File: src/rtl/rtmh_pkg.sv
package rtmh_pkg;

  localparam int unsigned EntriesDefault = 16;
  localparam int unsigned PayloadBitsDefault = 32;
  localparam logic [15:0] ThresholdReset = 16'd30;

  typedef enum logic [2:0] {
    CMD_ADD    = 3'd0,
    CMD_LOOKUP = 3'd1,
    CMD_DELETE = 3'd2,
    CMD_CLEAR  = 3'd3,
    CMD_STALE  = 3'd4
  } cmd_t;

  typedef enum logic [2:0] {
    ST_DONE     = 3'd0,
    ST_UPDATED  = 3'd1,
    ST_REJECTED = 3'd2,
    ST_NOTFOUND = 3'd3,
    ST_FULL     = 3'd4
  } status_t;

  typedef struct packed {
    logic [2:0]  command;
    logic [31:0] dest_ip;
    logic [7:0]  hop_count;
    logic [31:0] route_payload;
    logic [31:0] route_time;
    logic [31:0] now_time;
  } req_t;

endpackage

File: src/rtl/rtmh_front.sv
module rtmh_front (
  input  logic           clk,
  input  logic           rst,
  input  logic           start,
  input  logic [2:0]     command,
  input  logic [31:0]    dest_ip,
  input  logic [7:0]     hop_count,
  input  logic [31:0]    route_payload,
  input  logic [31:0]    route_time,
  input  logic [31:0]    now_time,
  input  logic           pop,
  output logic           busy,
  output logic           q_valid,
  output rtmh_pkg::req_t q_req
);
  import rtmh_pkg::*;

  logic [1:0] count;
  logic       wr_ptr;
  logic       rd_ptr;
  req_t       fifo [2];
  logic       push;

  assign busy = (count != 2'd0);
  assign push = start && !busy;
  assign q_valid = (count != 2'd0);
  assign q_req = fifo[rd_ptr];

  always_ff @(posedge clk) begin
    if (rst) begin
      count <= 2'd0;
      wr_ptr <= 1'b0;
      rd_ptr <= 1'b0;
    end else begin
      if (push) wr_ptr <= ~wr_ptr;
      if (pop) rd_ptr <= ~rd_ptr;
      count <= count + {1'b0, push} - {1'b0, pop};
    end
  end

  always_ff @(posedge clk) begin
    if (push) begin
      fifo[wr_ptr] <= '{command, dest_ip, hop_count, route_payload, route_time, now_time};
    end
  end

  assert property (@(posedge clk) disable iff (rst) count <= 2'd1)
    else $error("request queue overfilled");
  assert property (@(posedge clk) disable iff (rst) pop |-> q_valid)
    else $error("pop from empty queue");
  assert property (@(posedge clk) disable iff (rst) push |=> busy)
    else $error("busy not raised after request");

endmodule

File: src/rtl/rtmh_back.sv
module rtmh_back #(
  parameter int unsigned ENTRIES = rtmh_pkg::EntriesDefault,
  parameter int unsigned PAYLOAD_BITS = rtmh_pkg::PayloadBitsDefault
) (
  input  logic           clk,
  input  logic           rst,
  input  logic           q_valid,
  input  rtmh_pkg::req_t q_req,
  input  logic [15:0]    threshold,
  output logic           pop,
  output logic           done,
  output logic [2:0]     status,
  output logic           found,
  output logic [7:0]     out_hop_count,
  output logic [31:0]    out_payload,
  output logic [31:0]    out_time,
  output logic           stale
);
  import rtmh_pkg::*;

  localparam int unsigned IW = (ENTRIES > 1) ? $clog2(ENTRIES) : 1;
  // The payload port is 32 bits wide, so no more than 32 bits are ever kept.
  localparam int unsigned PW = (PAYLOAD_BITS < 32) ? PAYLOAD_BITS : 32;

  typedef enum logic [3:0] {
    S_IDLE  = 4'b0001,
    S_SRCH  = 4'b0010,
    S_READ  = 4'b0100,
    S_EXEC  = 4'b1000
  } state_t;

  state_t state;
  state_t state_next;

  logic [ENTRIES-1:0]      valid;
  logic [31:0]             key_mem  [ENTRIES];
  logic [7:0]              hops_mem [ENTRIES];
  logic [PW-1:0]           pay_mem  [ENTRIES];
  logic [31:0]             time_mem [ENTRIES];

  req_t                    req;
  logic                    hit;
  logic [IW-1:0]           hit_idx;
  logic                    free_ok;
  logic [IW-1:0]           free_idx;
  logic [7:0]              rd_hops;
  logic [PW-1:0]           rd_pay;
  logic [31:0]             rd_time;
  logic                    match_any;
  logic [IW-1:0]           match_idx;
  logic                    free_any;
  logic [IW-1:0]           free_first;
  logic [31:0]             age;
  logic [31:0]             pay_ext;

  always_comb begin
    match_any = 1'b0;
    match_idx = '0;
    free_any = 1'b0;
    free_first = '0;
    for (int i = ENTRIES - 1; i >= 0; i--) begin
      if (valid[i] && key_mem[i] == req.dest_ip) begin
        match_any = 1'b1;
        match_idx = IW'(i);
      end
      if (!valid[i]) begin
        free_any = 1'b1;
        free_first = IW'(i);
      end
    end
  end

  assign pop = (state == S_IDLE) && q_valid;
  assign age = req.now_time - rd_time;

  always_comb begin
    pay_ext = '0;
    pay_ext[PW-1:0] = rd_pay;
  end

  always_comb begin
    case (state)
      S_IDLE:  state_next = q_valid ? S_SRCH : S_IDLE;
      S_SRCH:  state_next = S_READ;
      S_READ:  state_next = S_EXEC;
      S_EXEC:  state_next = S_IDLE;
      default: state_next = S_IDLE;
    endcase
  end

  always_ff @(posedge clk) begin
    if (rst) begin
      state <= S_IDLE;
      valid <= '0;
      done <= 1'b0;
    end else begin
      state <= state_next;
      done <= 1'b0;
      if (state == S_EXEC) begin
        done <= 1'b1;
        case (req.command)
          CMD_ADD:    if (!hit && free_ok) valid[free_idx] <= 1'b1;
          CMD_DELETE: if (hit) valid[hit_idx] <= 1'b0;
          CMD_CLEAR:  valid <= '0;
          default:    ;
        endcase
      end
    end
  end

  always_ff @(posedge clk) begin
    if (pop) req <= q_req;
    if (state == S_SRCH) begin
      hit <= match_any;
      hit_idx <= match_idx;
      free_ok <= free_any;
      free_idx <= free_first;
    end
    if (state == S_READ) begin
      rd_hops <= hops_mem[hit_idx];
      rd_pay <= pay_mem[hit_idx];
      rd_time <= time_mem[hit_idx];
    end
    if (state == S_EXEC) begin
      status <= ST_DONE;
      found <= 1'b0;
      out_hop_count <= '0;
      out_payload <= '0;
      out_time <= '0;
      stale <= 1'b0;
      case (req.command)
        CMD_ADD: begin
          if (hit) begin
            found <= 1'b1;
            if (req.hop_count < rd_hops) begin
              status <= ST_UPDATED;
              hops_mem[hit_idx] <= req.hop_count;
              pay_mem[hit_idx] <= req.route_payload[PW-1:0];
              time_mem[hit_idx] <= req.route_time;
            end else begin
              status <= ST_REJECTED;
            end
          end else if (!free_ok) begin
            status <= ST_FULL;
          end else begin
            key_mem[free_idx] <= req.dest_ip;
            hops_mem[free_idx] <= req.hop_count;
            pay_mem[free_idx] <= req.route_payload[PW-1:0];
            time_mem[free_idx] <= req.route_time;
          end
        end
        CMD_LOOKUP, CMD_STALE: begin
          if (!hit) begin
            status <= ST_NOTFOUND;
          end else begin
            found <= 1'b1;
            out_hop_count <= rd_hops;
            out_payload <= pay_ext;
            out_time <= rd_time;
            stale <= (req.command == CMD_STALE) && (age >= {16'd0, threshold});
          end
        end
        CMD_DELETE: begin
          if (hit) found <= 1'b1;
          else status <= ST_NOTFOUND;
        end
        default: ;
      endcase
    end
  end

  assert property (@(posedge clk) disable iff (rst) done |-> $past(state) == S_EXEC)
    else $error("result without execute step");
  assert property (@(posedge clk) disable iff (rst) pop |=> state == S_SRCH)
    else $error("search did not follow pop");
  assert property (@(posedge clk) disable iff (rst)
      (state == S_EXEC && req.command == CMD_CLEAR) |=> valid == '0)
    else $error("clear left valid slots");

endmodule

File: src/rtl/route_table_min_hop.sv
// Route table keyed by destination address with minimum-hop replacement.
// Requests enter on start with command, dest_ip, hop_count, route_payload,
// route_time and now_time; a request is taken when start is high and busy low.
// A one-entry-deep queue holds the request until the table engine takes it.
// The engine takes each request through pop, parallel key and free-slot
// search, table read, then execute and write back. The result appears on
// status, found, out_hop_count, out_payload, out_time and stale, marked by
// done, which is high for exactly one cycle.
// busy is high only while the queue holds a request, so a second request can
// wait in the queue while the engine works on the first; the engine takes
// the next request only once it has finished the one before.
// The receiver cannot stall, so results are never held back.
// stale_threshold is written over the APB port at address 0.
// Reset clears every valid bit at once and restores the threshold to 30.
module route_table_min_hop #(
  parameter int unsigned ENTRIES = rtmh_pkg::EntriesDefault,
  parameter int unsigned PAYLOAD_BITS = rtmh_pkg::PayloadBitsDefault
) (
  input  logic        clk,
  input  logic        rst,
  input  logic        start,
  output logic        busy,
  input  logic [2:0]  command,
  input  logic [31:0] dest_ip,
  input  logic [7:0]  hop_count,
  input  logic [31:0] route_payload,
  input  logic [31:0] route_time,
  input  logic [31:0] now_time,
  output logic        done,
  output logic [2:0]  status,
  output logic        found,
  output logic [7:0]  out_hop_count,
  output logic [31:0] out_payload,
  output logic [31:0] out_time,
  output logic        stale,
  input  logic        psel,
  input  logic        penable,
  input  logic        pwrite,
  input  logic [1:0]  paddr,
  input  logic [31:0] pwdata,
  output logic [31:0] prdata,
  output logic        pready
);
  import rtmh_pkg::*;

  logic [15:0] threshold;
  logic        q_valid;
  req_t        q_req;
  logic        pop;

  assign pready = 1'b1;
  assign prdata = (paddr == 2'd0) ? {16'd0, threshold} : 32'd0;

  always_ff @(posedge clk) begin
    if (rst) begin
      threshold <= ThresholdReset;
    end else if (psel && penable && pwrite && paddr == 2'd0) begin
      threshold <= pwdata[15:0];
    end
  end

  rtmh_front u_front (
    .clk, .rst, .start, .command, .dest_ip, .hop_count, .route_payload,
    .route_time, .now_time, .pop, .busy, .q_valid, .q_req
  );

  rtmh_back #(.ENTRIES(ENTRIES), .PAYLOAD_BITS(PAYLOAD_BITS)) u_back (
    .clk, .rst, .q_valid, .q_req, .threshold, .pop, .done, .status, .found,
    .out_hop_count, .out_payload, .out_time, .stale
  );

endmodule

File: config.mk
export PLATFORM = sky130hd
export DESIGN_NAME = route_table_min_hop
export DESIGN_NICKNAME = d
export VERILOG_FILES = /design/src/rtl/rtmh_pkg.sv /design/src/rtl/rtmh_front.sv /design/src/rtl/rtmh_back.sv /design/src/rtl/route_table_min_hop.sv
export SDC_FILE = /design/constraint.sdc
export NUM_CORES = 2
export LEC_CHECK = 0
export ABC_AREA = 1
export BUFFER_PORTS_ARGS = -buffer_cell sky130_fd_sc_hd__buf_2
export CAP_MARGIN = 30
export CORE_ASPECT_RATIO = 0.75
export CORE_MARGIN = 3
export CORE_UTILIZATION = 25
export CTS_CLUSTER_SIZE = 30
export DETAILED_ROUTE_END_ITERATION = 10
export PLACE_DENSITY = 0.42
export SETUP_SLACK_MARGIN = 0.1
export SYNTH_ARGS = -nofsm -noshare
export SYNTH_HDL_FRONTEND = slang
export SYNTH_HIERARCHICAL = 1
export SYNTH_SLANG_ARGS = --single-unit
File: constraint.sdc
create_clock -name clk -period 9.35 [get_ports clk]
set_clock_uncertainty 0.1 [all_clocks]
set_input_delay 1.87 -clock clk [delete_from_list [all_inputs] [get_ports clk]]
set_output_delay 1.87 -clock clk [all_outputs]
set_load 0.005 [all_outputs]
### After elaboration in Yosys (flattened, before gate mapping)

Memories as Yosys holds them, arrays and structs flattened. A register that Yosys moved wholly into a read port is not among the register bits.
Cells that the tools add are included.
W data, S select, Z words.

* output and inout port bits: 112
* memories kept: 5
* flip-flop bits (word level): 128
* bits in writable memories: 1942

* multiplexer cells: 70
* eq/ne operators: 26
* add/subtract/negate cells: 3
* reductions and logical operators: 47
* order comparisons: 6
* bitwise logic cells: 5

Memory list
* u_back.key_mem: depth 16, bits a word 32, rd ports 16, clocked after memory_dff 0, write ports 1, line rtmh_back.sv:36 `logic [31:0] key_mem [ENTRIES];`
* u_back.pay_mem: depth 16, bits a word 32, rd ports 1, clocked after memory_dff 1, write ports 1, line rtmh_back.sv:38 `logic [PW-1:0] pay_mem [ENTRIES];`
* u_back.time_mem: depth 16, bits a word 32, rd ports 1, clocked after memory_dff 1, write ports 1, line rtmh_back.sv:39 `logic [31:0] time_mem [ENTRIES];`
* u_front.fifo: depth 2, bits a word 139, rd ports 1, clocked after memory_dff 1, write ports 1, line rtmh_front.sv:21 `req_t fifo [2];`
* u_back.hops_mem: depth 16, bits a word 8, rd ports 1, clocked after memory_dff 1, write ports 1, line rtmh_back.sv:37 `logic [7:0] hops_mem [ENTRIES];`

Operator list (count)
* $eq A32 B32 Y1: 16
* $mux W4: 19
* $mux W32: 2
* $reduce_or A32 Y1: 2
* $mux W16: 3
* $pmux W16 S3: 1
* $ge A32 B16 Y1: 1
* $sub A32 B32 Y32: 1
* $mux W3: 10
* $logic_and A1 B1 Y1: 25
* $mux W1: 23
* $and A16 B16 Y16: 1
* $not A16 Y16: 1
* $or A16 B16 Y16: 1
* $reduce_or A8 Y1: 2
* $reduce_and A15 Y1: 1
* $reduce_or A15 Y1: 1
* $mux W2: 7
* $pmux W4 S3: 1
* $lt A4 B5 Y1 const B: 2
* $demux W1 S4: 2
* $ge A4 B1 Y1 const B: 2
* $lt A8 B8 Y1: 1
* $mux W8: 1
* other kinds (23): 31

### Longest topological paths before layout

An unclocked memory read counts as a cell.

* depth in word-level cells: 18
* depth in mapped cells: 24
* mapped depth without buffers: 23

### Modules after synthesis

The synthesis kept the hierarchy.

Modules (own cells, without submodules)
* rtmh_back: area each 78610.4 sq um, sequential area each 59336.9 sq um, instances 1, cells an instance 5480
* rtmh_front: area each 10287.4 sq um, sequential area each 8448.1 sq um, instances 1, cells an instance 463
* route_table_min_hop: area each 975.9 sq um, sequential area each 320.3 sq um, instances 1, cells an instance 155

### Worst setup path before layout

No wires, ideal clock.

* kind: input to register
* from: in start
* to: mem u_front/fifo[0][0] (netlist name) (enable)
* arrival time: 7.716 ns
* setup time: 0.639 ns
* stages: 2
* slack: 0.895 ns
* path through: nand2_1 -> nor2_1

* word-level cells in the longest chain between the ends: 3

RTL lines
* from (decl): line route_table_min_hop.sv:21 `input logic start,`
* $logic_and A1 B1 Y1: line rtmh_front.sv:25 `assign push = start && !busy;`
* $mux W1: line rtmh_front.sv:42 `if (push) begin`
* $mux W1 (not written as such): line rtmh_front.sv:43 `fifo[wr_ptr] <= '{command, dest_ip, hop_count, route_payload, route_time, now_time};`
* to (decl): line rtmh_front.sv:21

No other way between the ends.

### Worst setup path after layout

* from: reg, netlist name u_back/req[97]
* to: mem u_back.time_mem[2][9] (enable)

* word-level cells in the longest chain between the ends: 7

RTL lines
* $lt A8 B8 Y1: line rtmh_back.sv:135 `if (req.hop_count < rd_hops) begin`
* $mux W1: line rtmh_back.sv:135
* $mux W1: line rtmh_back.sv:133 `if (hit) begin`
* $mux W1: line rtmh_back.sv:131 `case (req.command)`
* $mux W1: line rtmh_back.sv:124 `if (state == S_EXEC) begin`
* $mux W1 (not written as such): line rtmh_back.sv:139 `time_mem[hit_idx] <= req.route_time;`
* $mux W1 (no line)
* to (decl): line rtmh_back.sv:39

No other way between the ends.

==> results.md <==
* Fin util at 0.294
* Peak VDD IR at a little under 0.0002 V
* Lkg Pwr at between 30 and 40 nW
* Minimum clock period at 5.08 ns
* Maximum Capacitance Violations at 0
* FF-to-FF Start: u_back/req[97]
* Via count at between 50k and 60k
* Layout cells sized above 1 at 0.155
* Register area at just under 70000 um^2
* Post-route antenna net violation count at 0
* Vias per inst at roughly 4.7
* Syn. warnings at 6
* Cts-stage hold buffer count at 0
* Worst setup SP type: register
* Worst EP arrival at ~5.5 ns
* Sink Count at between 2k and 2.5k
* DRT iter0 DRCs at 4928
* Worst endpoint required time at between 9 and 10 ns
* R2R Path End: u_back/time_mem[2][9]
* Post-Syn Area at approximately 90000 um^2
* Final worst slack at around 4.3 ns
* Final TNS setup at 0 ns
* Grt ovf at 0
* Main combinational cell family by area after synthesis: simple AND/OR/NAND/NOR gates
* Residual DRC count at 0
* Simple-gate share of the synthesized area at 0.0906
* Max frequency at about 0.20 GHz
* All-Layer GR Usage at 0.149
* Area of the multi-input gates at roughly 19000 um^2
* Seq cells post-synth at around 2.3k
* Status: finished clean
* Vias in the first global route at between 50k and 60k
* # IOs at 291
* Clk root buf: clkbuf_16
* Period utilization at 0.543
* Max-slew violations at 0
* Avg Inst Size Synth at roughly 15 um^2
* Register area share after synthesis at 0.758
* Critical path's slowest cell: buf_4
* CTS tree: yes
* Commonest cells after routing, fill and taps aside: edfxtp_1 (2240), nand3_1 (642), nand2_1 (485)
* Pwr dens at between 200 and 300 nW/um^2
* Placeable Area at 358000 um^2
* Worst Setup EP: u_back/time_mem[2][9]
* Final std cells w/o fill at roughly 11k
* R2R cell count at 11
* Post-CTS setup buffer count at 0
* H-tree levels at 4
* Initial antenna violation count at 39
* Commonest non-fill, non-tap cell in the layout: edfxtp_1
* DP Wirelength at approximately 160 mm
* Area leader, netlist: edfxtp_1
* Fillcell total at around 36k
* Final Hold Viols at 0
* Distinct cells, synth at 69
* Synth Area in Adders at 0.00788
* Global-route wire length before repair at around 400 mm
* Die ar. at approximately 370000 um^2
* XOR/XNOR Fraction of Synth Area at 0.0175
* Max-slew headroom at 0.102
* Row count at 190
* RSZ-0062 raised after global routing: false
* Class of the worst hold path: reg -> reg
* Post-synthesis compound-gate area fraction at 0.0761
* Async S/R FF share, synth at 0
* Final hold slack at slightly above 0.4 ns
* Dpl cells at 11.0k
* Mapped Cells at 6098
* Layout area overhead at 16.9%
* CP endpoint kind: register
* Worst Setup SP: u_back/req[97]
* Worst slew pin tran at about 1.3 ns
* Nets at between 6k and 7k
* Clk Latency, worst-skew pair at between 0.9 and 1 ns
* Post-synth EDFFs at between 2k and 2.5k
* Slowest stage delay, CP at about 0.74 ns
* Effective utilization at floorplan at 0.251
* Synth area leaders: edfxtp_1 (75%), nand3_1 (3.6%), a22oi_1 (2.4%), a31oi_1 (2.1%), nand2_1 (2.0%)
* DRT Pass-1 Iters at 5
* Gpl congestion at slightly above 0.8
* Die height at around 530 um
* Cts bufs inserted at between 200 and 250
* Clock transition at path regs at around 0.060 ns
* Post-synthesis mux area share at 0.0174
* Finish-stage setup viols at 0
* Crit path cell chain: ha_1 > o21a_1 > o211ai_1 > a21oi_1 > a2111oi_2 > nand3_1 > a21oi_1 > nand2_1 > nor2_4 > buf_4 > buf_4
* CTS max path bufs at 4
* Synth top area share at 0.748
* CP Class: reg -> reg
* Buffers added on ports at about 260
* Pre-CTS setup slack at roughly 4.2 ns
* Main synth FF type: edfxtp_1
* Post-CTS Resized at 0
* Die X-Extent at ~700 um
* Final WL at roughly 280 mm
* Drt wl/cell at roughly 25 um
* Worst-path maximum fanout at 32
* R2r setup slk at around 4.3 ns
* Largest net degree at the start of global routing at approximately 170
==> state kept, by name (all words and copies together) (netlist names), 128 cells and up, named ones only <==
name	flops
u_back/time_mem	512
u_front/fifo	278
u_back/req	139
u_back/key_mem	512
u_back/hops_mem	128
u_back/pay_mem	512
==> report_power, final <==
group          total [W]  switching (W)  internal, W
Combinational    0.00496        0.00367      0.00130
Sequential        0.0137       0.000730       0.0129
Clock            0.00976        0.00409      0.00567
Total             0.0284        0.00849       0.0199
==> metal layers <==
layer / share of wire / GRT usage
met1: 0.44 / 0.201
met2: 0.47 / 0.243
met3: 0.059 / 0.0271
met4: 0.031 / 0.0444
met5: 0.00021 / 0
==> how the worst min path moves through the flow <==
stage	start	endpoint	cells after the start
after detailed placement	threshold[7]	threshold[7]	2
after CTS	threshold[14]	threshold[14]	2
after floorplan	threshold[1]	threshold[1]	2
after global routing	u_front/fifo[0][83]	u_back/req[83]	1
after global placement	u_front/rd_ptr	register	2
final	threshold[14]	threshold[14]	2
==> logic make-up (layout without fill, tap and decap cells) <==
group / count (synthesis) / count (layout)
AOI/OAI and AO/OA: 1045 / 1045
xor gates and xnor gates: 180 / 180
adders and majority gates: 56 / 56
buffers and inverters: 652 / 1153
DFF: 2282 / 2282
muxes: 139 / 139
other: 2 / 23
and+or+nand+nor: 1742 / 1742
==> critical path: cells and delay by family (launching register included) <==
family | cells | cell delay, ns
compound gates | 5 | 1.12
fa+ha+maj | 1 | 0.33
buf+inv | 2 | 1.40
flops | 1 | 0.70
simple gates | 3 | 0.99
==> cells in the mapped netlist (39+ instances only) <==
cell / number
nor2_1: 331
nand2_1: 487
inv_1: 278
buf_6: 39
nor3_1: 56
xor2_1: 47
nand3_1: 642
a31oi_1: 300
clkbuf_1: 211
or4_1: 74
buf_2: 43
o22ai_1: 71
nand4_1: 49
a22oi_1: 293
ha_1: 55
mux2_2: 139
edfxtp_1: 2240
a21oi_1: 97
o21ai_0: 144
dfxtp_1: 42
xnor2_1: 133
==> cell type report <==
type | count | area share
sequential | 2282 | 0.648
inverter | 303 | 0.0111
clock buffer | 308 | 0.0624
timing repair buffer | 400 | 0.0246
tap | 4800 | 0.0572
clock inverter | 142 | 0.0138
multi-input combinational | 3179 | 0.182
antenna | 6 | 0.000143
==> through the flow <==
step           total power (W)  area (um^2)
5_1_grt                 0.0296       105000
6_report                0.0284       105000
3_3_place_gp            0.0188        96800
3_5_place_dp            0.0189        97000
2_1_floorplan           0.0166        89900
4_1_cts                 0.0288       105000
Power figures use the tool's default switching activity.
